<file path="config.mk">
export PLATFORM = sky130hd
export DESIGN_NAME = qdc_event_word_parser_unit_flat
export DESIGN_NICKNAME = d
export VERILOG_FILES = /design/src/rtl/qdc_ewp_pkg.sv /design/src/rtl/qdc_ewp_if.sv /design/src/rtl/qdc_ewp_queue.sv /design/src/rtl/qdc_ewp_front.sv /design/src/rtl/qdc_ewp_back.sv /design/src/rtl/qdc_event_word_parser_unit.sv /design/src/flat_wrapper.sv
export SDC_FILE = /design/constraint.sdc
export NUM_CORES = 1
export LEC_CHECK = 0
export ABC_AREA = 1
export CORE_UTILIZATION = 52
export CTS_CLUSTER_DIAMETER = 40
export CTS_CLUSTER_SIZE = 20
export DETAILED_ROUTE_END_ITERATION = 6
export DONT_BUFFER_PORTS = 1
export PLACE_DENSITY = 0.79
export SYNTH_ARGS = -nofsm -noshare
export SYNTH_HDL_FRONTEND = slang
export SYNTH_SLANG_ARGS = --single-unit
</file>
<file path="constraint.sdc">
create_clock -name clock -period 3.53 [get_ports clock]
set_input_delay 0.706 -clock clock [delete_from_list [all_inputs] [get_ports clock]]
set_output_delay 0.706 -clock clock [all_outputs]
set_load 0.01 [all_outputs]
</file>
<file path="src/rtl/qdc_ewp_pkg.sv">
// shared types, field positions and constants of the qdc event word parser
package qdc_ewp_pkg;

   localparam int QDC_CHANNELS    = 16;
   localparam int QDC_CHARGE_BITS = 12;
   localparam int QDC_QUEUE_DEPTH = 4;

   localparam int WORD_W    = 32;
   localparam int CHANNEL_W = 4;
   localparam int CHARGE_W  = 13;
   localparam int COUNT_W   = 6;

   // bit positions inside a readout word
   localparam int TYPE_LSB    = 25;
   localparam int COUNT_LSB   = 8;
   localparam int RANGE_BIT   = 16;
   localparam int CHANNEL_LSB = 17;

   localparam logic [CHARGE_W-1:0] NOT_FOUND_RESET = '1;

   typedef enum logic [1:0] {
      WT_DATA   = 2'd0,
      WT_HEADER = 2'd1,
      WT_END    = 2'd2,
      WT_FILLER = 2'd3
   } word_type_type;

   typedef enum logic [1:0] {
      CMD_WRITE,
      CMD_DUMP,
      CMD_ERROR
   } cmd_op_type;

   typedef struct packed {
      cmd_op_type            op;
      logic                  gain_range;
      logic [CHANNEL_W-1:0]  channel;
      logic [CHARGE_W-1:0]   charge;
   } cmd_type;

endpackage

</file>
<file path="src/rtl/qdc_ewp_if.sv">
// valid/ready channel interfaces for readout words and results
interface qdc_ewp_req_if;
   import qdc_ewp_pkg::*;

   logic              valid;
   logic              ready;
   logic [WORD_W-1:0] word;

   modport source (output valid, output word, input ready);
   modport sink   (input valid, input word, output ready);
endinterface

interface qdc_ewp_rsp_if;
   import qdc_ewp_pkg::*;

   logic                        valid;
   logic                        ready;
   logic                        kind;
   logic                        gain_range;
   logic [CHANNEL_W-1:0]        channel;
   logic signed [CHARGE_W-1:0]  charge;
   logic                        last;

   modport source (output valid, output kind, output gain_range, output channel,
                   output charge, output last, input ready);
   modport sink   (input valid, input kind, input gain_range, input channel,
                   input charge, input last, output ready);
endinterface

</file>
<file path="src/rtl/qdc_ewp_queue.sv">
// small command queue between the word parser and the table engine
module qdc_ewp_queue #(
   parameter int DEPTH = qdc_ewp_pkg::QDC_QUEUE_DEPTH
) (
   input  logic                  clock,
   input  logic                  reset,
   input  logic                  push,
   input  qdc_ewp_pkg::cmd_type  push_cmd,
   output logic                  full,
   input  logic                  pop,
   output logic                  head_valid,
   output qdc_ewp_pkg::cmd_type  head_cmd
);
   import qdc_ewp_pkg::*;

   localparam int PTR_W = (DEPTH > 1) ? $clog2(DEPTH) : 1;
   localparam int CNT_W = $clog2(DEPTH + 1);
   localparam logic [PTR_W-1:0] PTR_LAST = PTR_W'(DEPTH - 1);
   localparam logic [CNT_W-1:0] CNT_FULL = CNT_W'(DEPTH);

   cmd_type           slot_ff [DEPTH];
   logic [PTR_W-1:0]  wr_ptr_ff, wr_ptr_in;
   logic [PTR_W-1:0]  rd_ptr_ff, rd_ptr_in;
   logic [CNT_W-1:0]  count_ff, count_in;
   logic              do_push;
   logic              do_pop;

   assign full       = (count_ff == CNT_FULL);
   assign head_valid = (count_ff != '0);
   assign head_cmd   = slot_ff[rd_ptr_ff];
   assign do_push    = push && !full;
   assign do_pop     = pop && head_valid;

   always_comb begin
      wr_ptr_in = wr_ptr_ff;
      rd_ptr_in = rd_ptr_ff;
      count_in  = count_ff;
      if (do_push) begin
         wr_ptr_in = (wr_ptr_ff == PTR_LAST) ? '0 : wr_ptr_ff + 1'b1;
      end
      if (do_pop) begin
         rd_ptr_in = (rd_ptr_ff == PTR_LAST) ? '0 : rd_ptr_ff + 1'b1;
      end
      if (do_push && !do_pop) begin
         count_in = count_ff + 1'b1;
      end else if (do_pop && !do_push) begin
         count_in = count_ff - 1'b1;
      end
   end

   always_ff @(posedge clock) begin
      if (reset) begin
         wr_ptr_ff <= '0;
         rd_ptr_ff <= '0;
         count_ff  <= '0;
      end else begin
         wr_ptr_ff <= wr_ptr_in;
         rd_ptr_ff <= rd_ptr_in;
         count_ff  <= count_in;
      end
   end

   always_ff @(posedge clock) begin
      if (do_push) begin
         slot_ff[wr_ptr_ff] <= push_cmd;
      end
   end

endmodule

</file>
<file path="src/rtl/qdc_ewp_front.sv">
// word parser: checks word order per event and turns words into table commands
module qdc_ewp_front #(
   parameter int CHANNELS    = qdc_ewp_pkg::QDC_CHANNELS,
   parameter int CHARGE_BITS = qdc_ewp_pkg::QDC_CHARGE_BITS
) (
   input  logic                  clock,
   input  logic                  reset,
   qdc_ewp_req_if.sink           req_ch,
   output logic                  push,
   output qdc_ewp_pkg::cmd_type  push_cmd,
   input  logic                  queue_full
);
   import qdc_ewp_pkg::*;

   localparam logic [CHANNEL_W:0] CH_LIMIT = (CHANNEL_W + 1)'(CHANNELS);

   typedef enum logic [1:0] {
      PH_HEADER,
      PH_DATA,
      PH_END
   } phase_type;

   phase_type             phase_ff, phase_in;
   logic [COUNT_W-1:0]    expected_ff, expected_in;
   logic [COUNT_W-1:0]    seen_ff, seen_in;
   logic [COUNT_W-1:0]    seen_next;
   logic [COUNT_W-1:0]    word_count;
   logic                  resync_ff, resync_in;
   logic                  accept;
   logic                  error;
   word_type_type         wtype;
   logic [CHANNEL_W-1:0]  word_ch;

   assign req_ch.ready = !queue_full;
   assign accept       = req_ch.valid && !queue_full;
   assign wtype        = word_type_type'(req_ch.word[TYPE_LSB +: 2]);
   assign word_ch      = req_ch.word[CHANNEL_LSB +: CHANNEL_W];
   assign word_count   = req_ch.word[COUNT_LSB +: COUNT_W];
   assign seen_next    = seen_ff + 1'b1;

   always_comb begin
      phase_in            = phase_ff;
      expected_in         = expected_ff;
      seen_in             = seen_ff;
      resync_in           = resync_ff;
      error               = 1'b0;
      push                = 1'b0;
      push_cmd.op         = CMD_WRITE;
      push_cmd.gain_range = req_ch.word[RANGE_BIT];
      push_cmd.channel    = word_ch;
      push_cmd.charge     = CHARGE_W'(req_ch.word[CHARGE_BITS-1:0]);

      // filler is always skipped, and so is anything but a header while resyncing
      if (accept && (wtype != WT_FILLER) && !(resync_ff && (wtype != WT_HEADER))) begin
         unique case (phase_ff)
            PH_HEADER: begin
               if (wtype != WT_HEADER) begin
                  error = 1'b1;
               end else begin
                  resync_in   = 1'b0;
                  expected_in = word_count;
                  seen_in     = '0;
                  phase_in    = (word_count != '0) ? PH_DATA : PH_END;
               end
            end
            PH_DATA: begin
               if (wtype != WT_DATA) begin
                  error = 1'b1;
               end else begin
                  push    = ({1'b0, word_ch} < CH_LIMIT);
                  seen_in = seen_next;
                  if (seen_next == expected_ff) begin
                     phase_in = PH_END;
                  end
               end
            end
            default: begin
               if (wtype != WT_END) begin
                  error = 1'b1;
               end else begin
                  push        = 1'b1;
                  push_cmd.op = CMD_DUMP;
                  phase_in    = PH_HEADER;
               end
            end
         endcase
         if (error) begin
            push        = 1'b1;
            push_cmd.op = CMD_ERROR;
            phase_in    = PH_HEADER;
            resync_in   = 1'b1;
         end
      end
   end

   always_ff @(posedge clock) begin
      if (reset) begin
         phase_ff    <= PH_HEADER;
         expected_ff <= '0;
         seen_ff     <= '0;
         resync_ff   <= 1'b0;
      end else begin
         phase_ff    <= phase_in;
         expected_ff <= expected_in;
         seen_ff     <= seen_in;
         resync_ff   <= resync_in;
      end
   end

endmodule

</file>
<file path="src/rtl/qdc_ewp_back.sv">
// table engine: writes charges, dumps the table at end of block, emits errors
module qdc_ewp_back #(
   parameter int CHANNELS = qdc_ewp_pkg::QDC_CHANNELS
) (
   input  logic                                clock,
   input  logic                                reset,
   input  logic                                head_valid,
   input  qdc_ewp_pkg::cmd_type                head_cmd,
   output logic                                pop,
   input  logic [qdc_ewp_pkg::CHARGE_W-1:0]    not_found,
   qdc_ewp_rsp_if.source                       rsp_ch
);
   import qdc_ewp_pkg::*;

   localparam int CH_IDX_W = (CHANNELS > 1) ? $clog2(CHANNELS) : 1;
   localparam logic [CH_IDX_W-1:0] CH_LAST = CH_IDX_W'(CHANNELS - 1);

   typedef enum logic {
      ST_RUN,
      ST_DUMP
   } state_type;

   state_type             state_ff, state_in;
   logic                  dump_range_ff, dump_range_in;
   logic [CH_IDX_W-1:0]   dump_ch_ff, dump_ch_in;
   logic                  rsp_valid_ff, rsp_valid_in;
   logic                  rsp_kind_ff, rsp_kind_in;
   logic                  rsp_range_ff, rsp_range_in;
   logic [CHANNEL_W-1:0]  rsp_channel_ff, rsp_channel_in;
   logic [CHARGE_W-1:0]   rsp_charge_ff, rsp_charge_in;
   logic                  rsp_last_ff, rsp_last_in;

   logic [CHARGE_W-1:0]   charge_ff [2][CHANNELS];
   logic                  valid_ff [2][CHANNELS];
   logic [CHARGE_W-1:0]   clear_value_ff;
   logic                  tbl_we;
   logic                  tbl_clear;
   logic                  out_free;
   logic [CHARGE_W-1:0]   dump_entry;
   logic [CH_IDX_W-1:0]   write_ch;

   assign out_free   = !rsp_valid_ff || rsp_ch.ready;
   assign write_ch   = head_cmd.channel[CH_IDX_W-1:0];
   // entries untouched since the last clear read as the value used at that clear
   assign dump_entry = valid_ff[dump_range_ff][dump_ch_ff] ?
                       charge_ff[dump_range_ff][dump_ch_ff] : clear_value_ff;

   assign rsp_ch.valid      = rsp_valid_ff;
   assign rsp_ch.kind       = rsp_kind_ff;
   assign rsp_ch.gain_range = rsp_range_ff;
   assign rsp_ch.channel    = rsp_channel_ff;
   assign rsp_ch.charge     = rsp_charge_ff;
   assign rsp_ch.last       = rsp_last_ff;

   always_comb begin
      state_in       = state_ff;
      dump_range_in  = dump_range_ff;
      dump_ch_in     = dump_ch_ff;
      rsp_valid_in   = rsp_valid_ff && !rsp_ch.ready;
      rsp_kind_in    = rsp_kind_ff;
      rsp_range_in   = rsp_range_ff;
      rsp_channel_in = rsp_channel_ff;
      rsp_charge_in  = rsp_charge_ff;
      rsp_last_in    = rsp_last_ff;
      pop            = 1'b0;
      tbl_we         = 1'b0;
      tbl_clear      = 1'b0;

      unique case (state_ff)
         ST_RUN: begin
            if (head_valid) begin
               unique case (head_cmd.op)
                  CMD_WRITE: begin
                     pop    = 1'b1;
                     tbl_we = 1'b1;
                  end
                  CMD_DUMP: begin
                     pop           = 1'b1;
                     state_in      = ST_DUMP;
                     dump_range_in = 1'b0;
                     dump_ch_in    = '0;
                  end
                  CMD_ERROR: begin
                     if (out_free) begin
                        pop            = 1'b1;
                        rsp_valid_in   = 1'b1;
                        rsp_kind_in    = 1'b1;
                        rsp_range_in   = 1'b0;
                        rsp_channel_in = '0;
                        rsp_charge_in  = '0;
                        rsp_last_in    = 1'b1;
                     end
                  end
                  default: begin
                     pop = 1'b1;
                  end
               endcase
            end
         end
         ST_DUMP: begin
            if (out_free) begin
               rsp_valid_in   = 1'b1;
               rsp_kind_in    = 1'b0;
               rsp_range_in   = dump_range_ff;
               rsp_channel_in = CHANNEL_W'(dump_ch_ff);
               rsp_charge_in  = dump_entry;
               rsp_last_in    = dump_range_ff && (dump_ch_ff == CH_LAST);
               if (dump_ch_ff == CH_LAST) begin
                  dump_ch_in = '0;
                  if (dump_range_ff) begin
                     state_in  = ST_RUN;
                     tbl_clear = 1'b1;
                  end else begin
                     dump_range_in = 1'b1;
                  end
               end else begin
                  dump_ch_in = dump_ch_ff + 1'b1;
               end
            end
         end
         default: begin
            state_in = ST_RUN;
         end
      endcase
   end

   always_ff @(posedge clock) begin
      if (reset) begin
         state_ff      <= ST_RUN;
         dump_range_ff <= 1'b0;
         dump_ch_ff    <= '0;
         rsp_valid_ff  <= 1'b0;
      end else begin
         state_ff      <= state_in;
         dump_range_ff <= dump_range_in;
         dump_ch_ff    <= dump_ch_in;
         rsp_valid_ff  <= rsp_valid_in;
      end
      rsp_kind_ff    <= rsp_kind_in;
      rsp_range_ff   <= rsp_range_in;
      rsp_channel_ff <= rsp_channel_in;
      rsp_charge_ff  <= rsp_charge_in;
      rsp_last_ff    <= rsp_last_in;
   end

   always_ff @(posedge clock) begin
      if (reset) begin
         valid_ff       <= '{default: 1'b0};
         clear_value_ff <= NOT_FOUND_RESET;
      end else if (tbl_clear) begin
         valid_ff       <= '{default: 1'b0};
         clear_value_ff <= not_found;
      end else if (tbl_we) begin
         valid_ff[head_cmd.gain_range][write_ch] <= 1'b1;
      end
   end

   always_ff @(posedge clock) begin
      if (tbl_we) begin
         charge_ff[head_cmd.gain_range][write_ch] <= head_cmd.charge;
      end
   end

endmodule

</file>
<file path="src/rtl/qdc_event_word_parser_unit.sv">
// latency: an error result goes through the queue and the result register; the first
//   table entry of a dump through the queue, the dump state and the result register
// throughput: one word per cycle while the command queue has room; the back end
//   takes no command during a dump (one output register, one entry a cycle if ready)
// reset: synchronous, active high; parser back to expect header, queue empty,
//   table reads as not-found (-1), no clearing pass needed
module qdc_event_word_parser_unit #(
   parameter int CHANNELS    = qdc_ewp_pkg::QDC_CHANNELS,
   parameter int CHARGE_BITS = qdc_ewp_pkg::QDC_CHARGE_BITS,
   parameter int QUEUE_DEPTH = qdc_ewp_pkg::QDC_QUEUE_DEPTH
) (
   input  logic                                     clock,
   input  logic                                     reset,
   qdc_ewp_req_if.sink                              req_ch,
   qdc_ewp_rsp_if.source                            rsp_ch,
   input  logic                                     csr_we,
   input  logic signed [qdc_ewp_pkg::CHARGE_W-1:0]  csr_wdata
);
   import qdc_ewp_pkg::*;

   // front to queue
   logic                 push;
   cmd_type              push_cmd;
   logic                 queue_full;

   // queue to back
   logic                 head_valid;
   cmd_type              head_cmd;
   logic                 pop;

   // not-found charge, applied at the next table clear only
   logic [CHARGE_W-1:0]  not_found_ff;

   always_ff @(posedge clock) begin
      if (reset) begin
         not_found_ff <= NOT_FOUND_RESET;
      end else if (csr_we) begin
         not_found_ff <= csr_wdata;
      end
   end

   // parser: tracks header / data / end order and the channel count,
   // resyncs on the next header after a misplaced word
   qdc_ewp_front #(
      .CHANNELS    (CHANNELS),
      .CHARGE_BITS (CHARGE_BITS)
   ) u_front (
      .clock      (clock),
      .reset      (reset),
      .req_ch     (req_ch),
      .push       (push),
      .push_cmd   (push_cmd),
      .queue_full (queue_full)
   );

   // decouples word intake from the dump, so words keep flowing until it fills
   qdc_ewp_queue #(
      .DEPTH (QUEUE_DEPTH)
   ) u_queue (
      .clock      (clock),
      .reset      (reset),
      .push       (push),
      .push_cmd   (push_cmd),
      .full       (queue_full),
      .pop        (pop),
      .head_valid (head_valid),
      .head_cmd   (head_cmd)
   );

   // charge table, dump sequencer and the registered result stage
   qdc_ewp_back #(
      .CHANNELS (CHANNELS)
   ) u_back (
      .clock      (clock),
      .reset      (reset),
      .head_valid (head_valid),
      .head_cmd   (head_cmd),
      .pop        (pop),
      .not_found  (not_found_ff),
      .rsp_ch     (rsp_ch)
   );

endmodule

</file>
<file path="src/flat_wrapper.sv">
// flat-port wrapper written by rule: the top's interface ports become plain ports
module qdc_event_word_parser_unit_flat import qdc_ewp_pkg::*;
#(
   parameter int CHANNELS    = qdc_ewp_pkg::QDC_CHANNELS,
   parameter int CHARGE_BITS = qdc_ewp_pkg::QDC_CHARGE_BITS,
   parameter int QUEUE_DEPTH = qdc_ewp_pkg::QDC_QUEUE_DEPTH
)
  (clock, reset, csr_we, csr_wdata, req_ch_valid, req_ch_word, req_ch_ready, rsp_ch_valid, rsp_ch_kind, rsp_ch_gain_range, rsp_ch_channel, rsp_ch_charge, rsp_ch_last, rsp_ch_ready);
  qdc_ewp_req_if req_ch_i ();
  qdc_ewp_rsp_if rsp_ch_i ();
  input  logic clock;
  input  logic reset;
  input  logic csr_we;
  input  logic signed [qdc_ewp_pkg::CHARGE_W-1:0] csr_wdata;
  input wire logic [$bits(req_ch_i.valid)-1:0] req_ch_valid;
  input wire logic [$bits(req_ch_i.word)-1:0] req_ch_word;
  output wire logic [$bits(req_ch_i.ready)-1:0] req_ch_ready;
  output wire logic [$bits(rsp_ch_i.valid)-1:0] rsp_ch_valid;
  output wire logic [$bits(rsp_ch_i.kind)-1:0] rsp_ch_kind;
  output wire logic [$bits(rsp_ch_i.gain_range)-1:0] rsp_ch_gain_range;
  output wire logic [$bits(rsp_ch_i.channel)-1:0] rsp_ch_channel;
  output wire logic [$bits(rsp_ch_i.charge)-1:0] rsp_ch_charge;
  output wire logic [$bits(rsp_ch_i.last)-1:0] rsp_ch_last;
  input wire logic [$bits(rsp_ch_i.ready)-1:0] rsp_ch_ready;
  assign req_ch_i.valid = req_ch_valid;
  assign req_ch_i.word = req_ch_word;
  assign req_ch_ready = req_ch_i.ready;
  assign rsp_ch_valid = rsp_ch_i.valid;
  assign rsp_ch_kind = rsp_ch_i.kind;
  assign rsp_ch_gain_range = rsp_ch_i.gain_range;
  assign rsp_ch_channel = rsp_ch_i.channel;
  assign rsp_ch_charge = rsp_ch_i.charge;
  assign rsp_ch_last = rsp_ch_i.last;
  assign rsp_ch_i.ready = rsp_ch_ready;
  qdc_event_word_parser_unit #(.CHANNELS(CHANNELS), .CHARGE_BITS(CHARGE_BITS), .QUEUE_DEPTH(QUEUE_DEPTH)) u_core (.clock(clock), .reset(reset), .req_ch(req_ch_i), .rsp_ch(rsp_ch_i), .csr_we(csr_we), .csr_wdata(csr_wdata));
endmodule
</file>
# After elaboration in Yosys (flattened, before gate mapping)
# Memory sizes are Yosys's and may differ from the RTL's. A register that Yosys moved wholly into a read port is not among the register bits.
# Cells that the tools add are included.
[totals]
reg_bits = 107
ram_bits = 492
word_cells = 238
n_memories = 2
output_inout_bits = 22
inputBits = 50
[op_classes]
n_eq_ne = 24
n_mux = 107
bitwise = 7
n_reduce_logical = 36
n_lt_le_gt_ge = 6
n_addsub = 6
[memory_table]
columns = ["name", "words", "width", "read_ports", "rd_ports_with_merged_regs", "wr", "line_no", "source"]
rows = [
  ["u_core.u_back.charge_ff", 2, 208, 1, 1, 1, "qdc_ewp_back.sv:33", "logic [CHARGE_W-1:0] charge_ff [2][CHANNELS];"],
  ["u_core.u_queue.slot_ff", 4, 19, 1, 1, 1, "qdc_ewp_queue.sv:21", "cmd_type slot_ff [DEPTH];"],
]
[ops]
columns = ["operator", "n"]
rows = [
  ["2-to-1 mux 208 bit", 1],
  ["2-to-1 mux 13 bit", 8],
  ["2-to-1 mux 16 bit", 4],
  ["binary-select mux 13 bit (select 4 bit)", 1],
  ["demux 13 bit (select 4 bit)", 1],
  ["2-to-1 mux 1 bit", 52],
  ["2-to-1 mux 4 bit", 8],
  ["bitwise OR 32 bit", 1],
  ["case mux 13 bit (2 select lines)", 1],
  ["2-to-1 mux 2 bit", 12],
  ["demux 16 bit (select 1 bit)", 1],
  ["case mux 1 bit (2 select lines)", 8],
  ["case mux 4 bit (2 select lines)", 2],
  ["inequality test 2 x 1 -> 1 bit, second input constant", 7],
  ["logical AND 1 bit", 12],
  ["2-to-1 mux 6 bit", 2],
  ["case mux 6 bit (2 select lines)", 1],
  ["AND reduction 4 bit", 3],
  ["greater-or-equal comparator 5 bit, second input constant", 2],
  ["inequality test 2 bit, second input constant", 5],
  ["inverter 4 -> 5 bit", 2],
  ["inequality test 3 bit, second input constant", 3],
  ["AND reduction 3 bit", 3],
  ["nonzero test 2 bit", 4],
  ["other kinds (27)", 42],
]

# Depth between registers and ports, before layout
[depth]
ltp_word = 13
mapped_depth = 17
depth_no_buf = 16

# Modules after synthesis
# A second synthesis with hierarchy kept.
[hier_totals]
hier_cells = 2616
hier_area_um2 = 26053.7
[by_module_without_submodules]
columns = ["mod", "instances", "seq_area_each_um2", "cells_each", "area_per_inst_um2"]
rows = [
  ["qdc_ewp_back", 1, 14153.6, 2139, 21120.3],
  ["qdc_ewp_queue", 1, 2582.5, 264, 3440.8],
  ["qdc_ewp_front", 1, 300.3, 156, 1038.5],
  ["qdc_event_word_parser_unit", 1, 260.2, 57, 454.2],
]

# Worst setup path before layout
# OpenSTA, ideal clock, no wires.
[synth_path]
kind = "input port to flip-flop"
start = "input port req_ch_word[26]"
end = "memory u_core.u_queue.slot_ff[0][0] (netlist name), enable pin"
arrival_time_ns = 2.116
required_ns = 3.135
path_slack_ns = 1.019
path_stages = 7
setup_time_ns = 0.395
path_cell_list = "inv_1 -> nand2_1 -> o21ai_0 -> nand2_1 -> nor2_1 -> inv_1 -> nor2_1"
[synth_via]
elab_chain_len = 9
[synth_rtl]
columns = ["element", "line_no", "source"]
rows = [
  ["start, declared", "flat_wrapper.sv:16", "input wire logic [$bits(req_ch_i.word)-1:0] req_ch_word;"],
  ["inequality test 2 bit (tied with other cells)", "qdc_ewp_front.sv:78", "if (wtype != WT_END) begin"],
  ["2-to-1 mux 1 bit, on equally long branches", "qdc_ewp_front.sv:78, qdc_ewp_front.sv:57, qdc_ewp_front.sv:67", ""],
  ["case mux 1 bit (2 select lines)", "qdc_ewp_front.sv:55", "unique case (phase_ff)"],
  ["2-to-1 mux 1 bit", "qdc_ewp_front.sv:54", "if (accept && (wtype != WT_FILLER) && !(resync_ff && (wtype != WT_HEADER))) begin"],
  ["2-to-1 mux 1 bit", "qdc_ewp_front.sv:87", "if (error) begin"],
  ["2-to-1 mux 1 bit (*)", "qdc_ewp_front.sv:54", ""],
  ["logical AND 1 bit (*)", "qdc_ewp_queue.sv:31", "assign do_push = push && !full;"],
  ["named net u_core.u_queue.do_push", "qdc_ewp_queue.sv:25", "logic do_push;"],
  ["2-to-1 mux 1 bit (*)", "qdc_ewp_queue.sv:64", "if (do_push) begin"],
  ["2-to-1 mux 1 bit (implied by the code) (*)", "qdc_ewp_queue.sv:65", "slot_ff[wr_ptr_ff] <= push_cmd;"],
  ["end, declared", "qdc_ewp_queue.sv:21", ""],
]
# Mark *: on every way through the listed nets, which the timed path passes. The rest lies on a longest branch. The select of a mux whose other input is x is not followed.

==> key figures <==
Floorplan
  – Io pins: 72
  – Width of the die: about 210 um
  – Die area: 45200 um2
  – Initial Util: 0.531
  – Die height: 213 um
  – Row Count: between 70 and 80
  – Core footprint: 43500 um2

Clock network
  – Hold buffers post-CTS: 0
  – Clock slew at reported path FFs: 0.07 ns
  – Clock latency on the worst-skew pair: 0.59 ns
  – Clock Sinks: 570
  – CTS H-tree depth: 2
  – Total CTS buffers: 56
  – Root buffer cell: clkbuf_16
  – CTS tree: done
  – CTS-repair resized insts: 0
  – Clk buf depth: 3
  – Setup repair bufs after CTS: 0

Routing
  – Antenna Nets Post-Route: 0
  – Per-cell routed wire length: 20.2 um
  – Routed vias: 15364
  – Vias per cell: 5.77
  – First drt pass iteration count: 6
  – Post-Route WL: approximately 54000 um
  – Detailed Route Iter0 Violations: 1775
  – DRC Markers: 0

Global routing
  – Tot GR Track Use: 0.241
  – Vias in the first global route: 15001
  – Pin count of the biggest net entering global routing: 113
  – GR Overflow Total: 0
  – Initial antenna violation count: 1
  – Global-route wire length before repair: 82200 um

Timing
  – Final number of setup-violating endpoints: 0
  – Fmax: ~360 MHz
  – Final hold viol count: 0
  – Setup TNS: 0 ns
  – Crit path time final: ~2.8 ns
  – Tightest Pin Transition: 0.904 ns
  – Rel. slew slack: 0.396
  – RSZ-0062 raised after global routing: no
  – Final Skew: 0.0145 ns
  – Final Worst Setup Slack: 0.767 ns
  – Final worst path period share: 0.783
  – Fin. max-slew vios: 0

Min path
  – Hold/Removal Path Class: in2reg

Worst setup path
  – Top Family by Delay on Critical Path: buffers and inverters
  – CP Cell Sequence: inv_2 > nand2_1 > a32oi_2 > buf_4 > nand3_1 > inv_1
  – Crit Path Category: reg2reg
  – Worst setup SP type: flop
  – Slowest-stage cell, CP: inv_1
  – Critical path buffers and inverters: 3
  – Worst path arrival time: 2.99 ns
  – CP peak stage delay: between 0.5 and 0.6 ns
  – Crit-path max FO: 38
  – WP data required: 3.75 ns
  – Setup crit end kind: flop

Finish
  – Nets: 2087
  – Most common cell after layout, fill and taps aside: edfxtp_1
  – Post-route cell area: roughly 26000 um2
  – Fillcell total: 3272
  – Commonest non-fill, non-tap cells in the layout: 480 x edfxtp_1, 302 x nor2_1, 274 x nand2_1
  – Layout cells sized above 1: 0.0983
  – Area Overhead vs Synth: 11.2%

Placement
  – # port buffers: 0
  – RePlAce Congestion: 0.850
  – DP Wirelength: 31300 um
  – Pre-CTS WS: about 0.81 ns
  – Post-place instance area: around 24000 um2

Synth
  – Largest family of logic cells by synthesized area: simple AND/OR/NAND/NOR gates
  – Seq/Total Area, Yosys: 0.703
  – #FFs+latches synth: 570
  – Mapped Area: 23100 um2
  – Mux contribution to synthesized area: 0
  – Post-synth cell types: 39
  – Synth Area in Adders: 0.00520
  – Net Count, Synth: 2092
  – Post-Synth XOR/XNOR Area: 0.000379
  – Synth Area in Compound Gates: 0.113
  – Yosys warns: 0
  – Simple-gate area share of the yosys netlist: 0.128
  – Cells after Synth: about 2000
  – Avg Synthesized Cell Area: 11.4 um2

Outcome
  – Status: complete, no violations

Power and ir drop
  – Maximum vdd drop: 0.622 mV
  – Pwr Density: 715 nW/um2
  – LEAKAGE: ~9 nW

Job
  – Max Cap Viol: 0
==> worst register-to-register path, stage by stage (launching register included) <==
cell     delay [ns]
dfxtp_1        0.33
inv_2          0.45
nand2_1        0.17
a32oi_2        0.51
buf_4          0.29
nand3_1        0.13
inv_1          0.52
==> power by group <==
group	leakage [nW]	switching (mW)	total (mW)	internal [mW]
combinational	3.21	2.69	3.50	0.808
sequential	5.06	0.204	8.68	8.48
clock	0.958	2.70	6.17	3.47
total	9.23	5.59	18.4	12.8
==> through the flow <==
stage / total power [mW] / std cells / hold slack (ns) / utilization
floorplan: 10.9 / 2033 / 0.425 / -
global placement: 12.1 / 2555 / 0.433 / 0.546
detailed placement: 12.2 / 2555 / 0.439 / 0.546
CTS: 18.3 / 2660 / 0.161 / 0.591
global route: 19.0 / 2661 / 0.160 / 0.591
finish: 18.4 / 2661 / 0.177 / 0.591
==> cell usage after synthesis <==
library cell / n / area [um2]
a211oi_1: 1 / 7.51
a21oi_1: 87 / 435
a31oi_1: 1 / 6.26
a32oi_2: 1 / 16.3
and2_1: 1 / 6.26
buf_1: 3 / 11.3
buf_2: 39 / 195
buf_4: 18 / 135
buf_6: 6 / 67.6
clkbuf_1: 44 / 165
clkinv_1: 1 / 3.75
dfxtp_1: 90 / 1800
edfxtp_1: 480 / 14400
fa_1: 1 / 20.0
ha_1: 8 / 100
inv_1: 148 / 556
inv_2: 13 / 48.8
nand2_1: 274 / 1030
nand2_2: 2 / 12.5
nand2_4: 1 / 11.3
nand3_1: 96 / 480
nand3_2: 1 / 10.0
nand4_1: 5 / 31.3
nor2_1: 302 / 1130
nor2_2: 2 / 12.5
nor2_4: 3 / 33.8
nor3_1: 7 / 35.0
nor3b_1: 1 / 7.51
nor4_1: 1 / 6.26
nor4_4: 1 / 21.3
o211a_1: 2 / 20.0
o211ai_1: 66 / 495
o21ai_0: 243 / 1220
o21ai_1: 3 / 15.0
o21ba_2: 3 / 30.0
o22ai_1: 57 / 357
or2_0: 1 / 6.26
or2_2: 19 / 119
xor2_1: 1 / 8.76
==> routing by layer <==
metal  share of wire  wire (um)  GRT usage  up-vias
li1                -          -          -     7109
met3           0.084       4510     0.0362      111
met5               0          0          0        -
met4           0.036       1920     0.0977        0
met2            0.49      26100      0.397      703
met1            0.39      21100      0.321     7441
==> state kept, by name, indices dropped and copies added, names as in the netlist, named ones only <==
register / cells
u_core.u_back.dump_ch_ff: 4
u_core.u_front.resync_ff: 1
u_core.u_back.rsp_ch.gain_range: 1
u_core.u_back.valid_ff: 32
u_core.u_back.rsp_ch.charge: 13
u_core.u_back.rsp_ch.last: 1
u_core.u_back.rsp_ch.kind: 1
u_core.u_front.seen_ff: 6
u_core.u_back.charge_ff: 384
u_core.not_found_ff: 13
u_core.u_back.clear_value_ff: 13
u_core.u_back.state_ff: 1
u_core.u_queue.rd_ptr_ff: 2
u_core.u_back.dump_range_ff: 1
u_core.u_queue.slot_ff: 76
u_core.u_queue.count_ff: 3
u_core.u_front.expected_ff: 6
u_core.u_back.rsp_ch.valid: 1
u_core.u_back.rsp_ch.channel: 4
u_core.u_queue.wr_ptr_ff: 2
u_core.u_front.phase_ff: 2
==> cells by family (layout without fill, tap and decap cells) <==
logic type      after synthesis  count (layout)
compound gates              464             464
simple gates                717             717
fa+ha+maj                     9               9
other cells                   0               1
flops                       570             570
buf+inv                     272             314
xor+xnor                      1               1
==> final timing paths <==
path / startpoint / to / slack [ns] / cells past startpoint
worst max-delay path: flop / u_core.u_back.charge_ff[1][60]$_DFFE_PP_ / 0.77 / 6
worst min register to register: u_core.u_back.valid_ff[17]$_SDFFE_PP0P_ / u_core.u_back.valid_ff[17]$_SDFFE_PP0P_ / 0.45 / 2
worst max register to register: flop / u_core.u_back.charge_ff[1][60]$_DFFE_PP_ / 0.77 / 6
worst min-delay path: reset / u_core.u_front.seen_ff[3]$_SDFFE_PP0P_ / 0.18 / 1
==> area by class of cell <==
class / count / area [um2] / share of cell area
repair buffers: 47 / 390 / 0.0152
inverters: 162 / 611 / 0.0238
clock inverters: 45 / 497 / 0.0193
diodes: 1 / 2.50 / 0.0000975
flip-flops and latches: 570 / 16200 / 0.632
multi-input cells: 1191 / 5760 / 0.224
clock buffers: 60 / 1460 / 0.0568
well taps: 585 / 732 / 0.0285
Power figures use the tool's default switching activity.
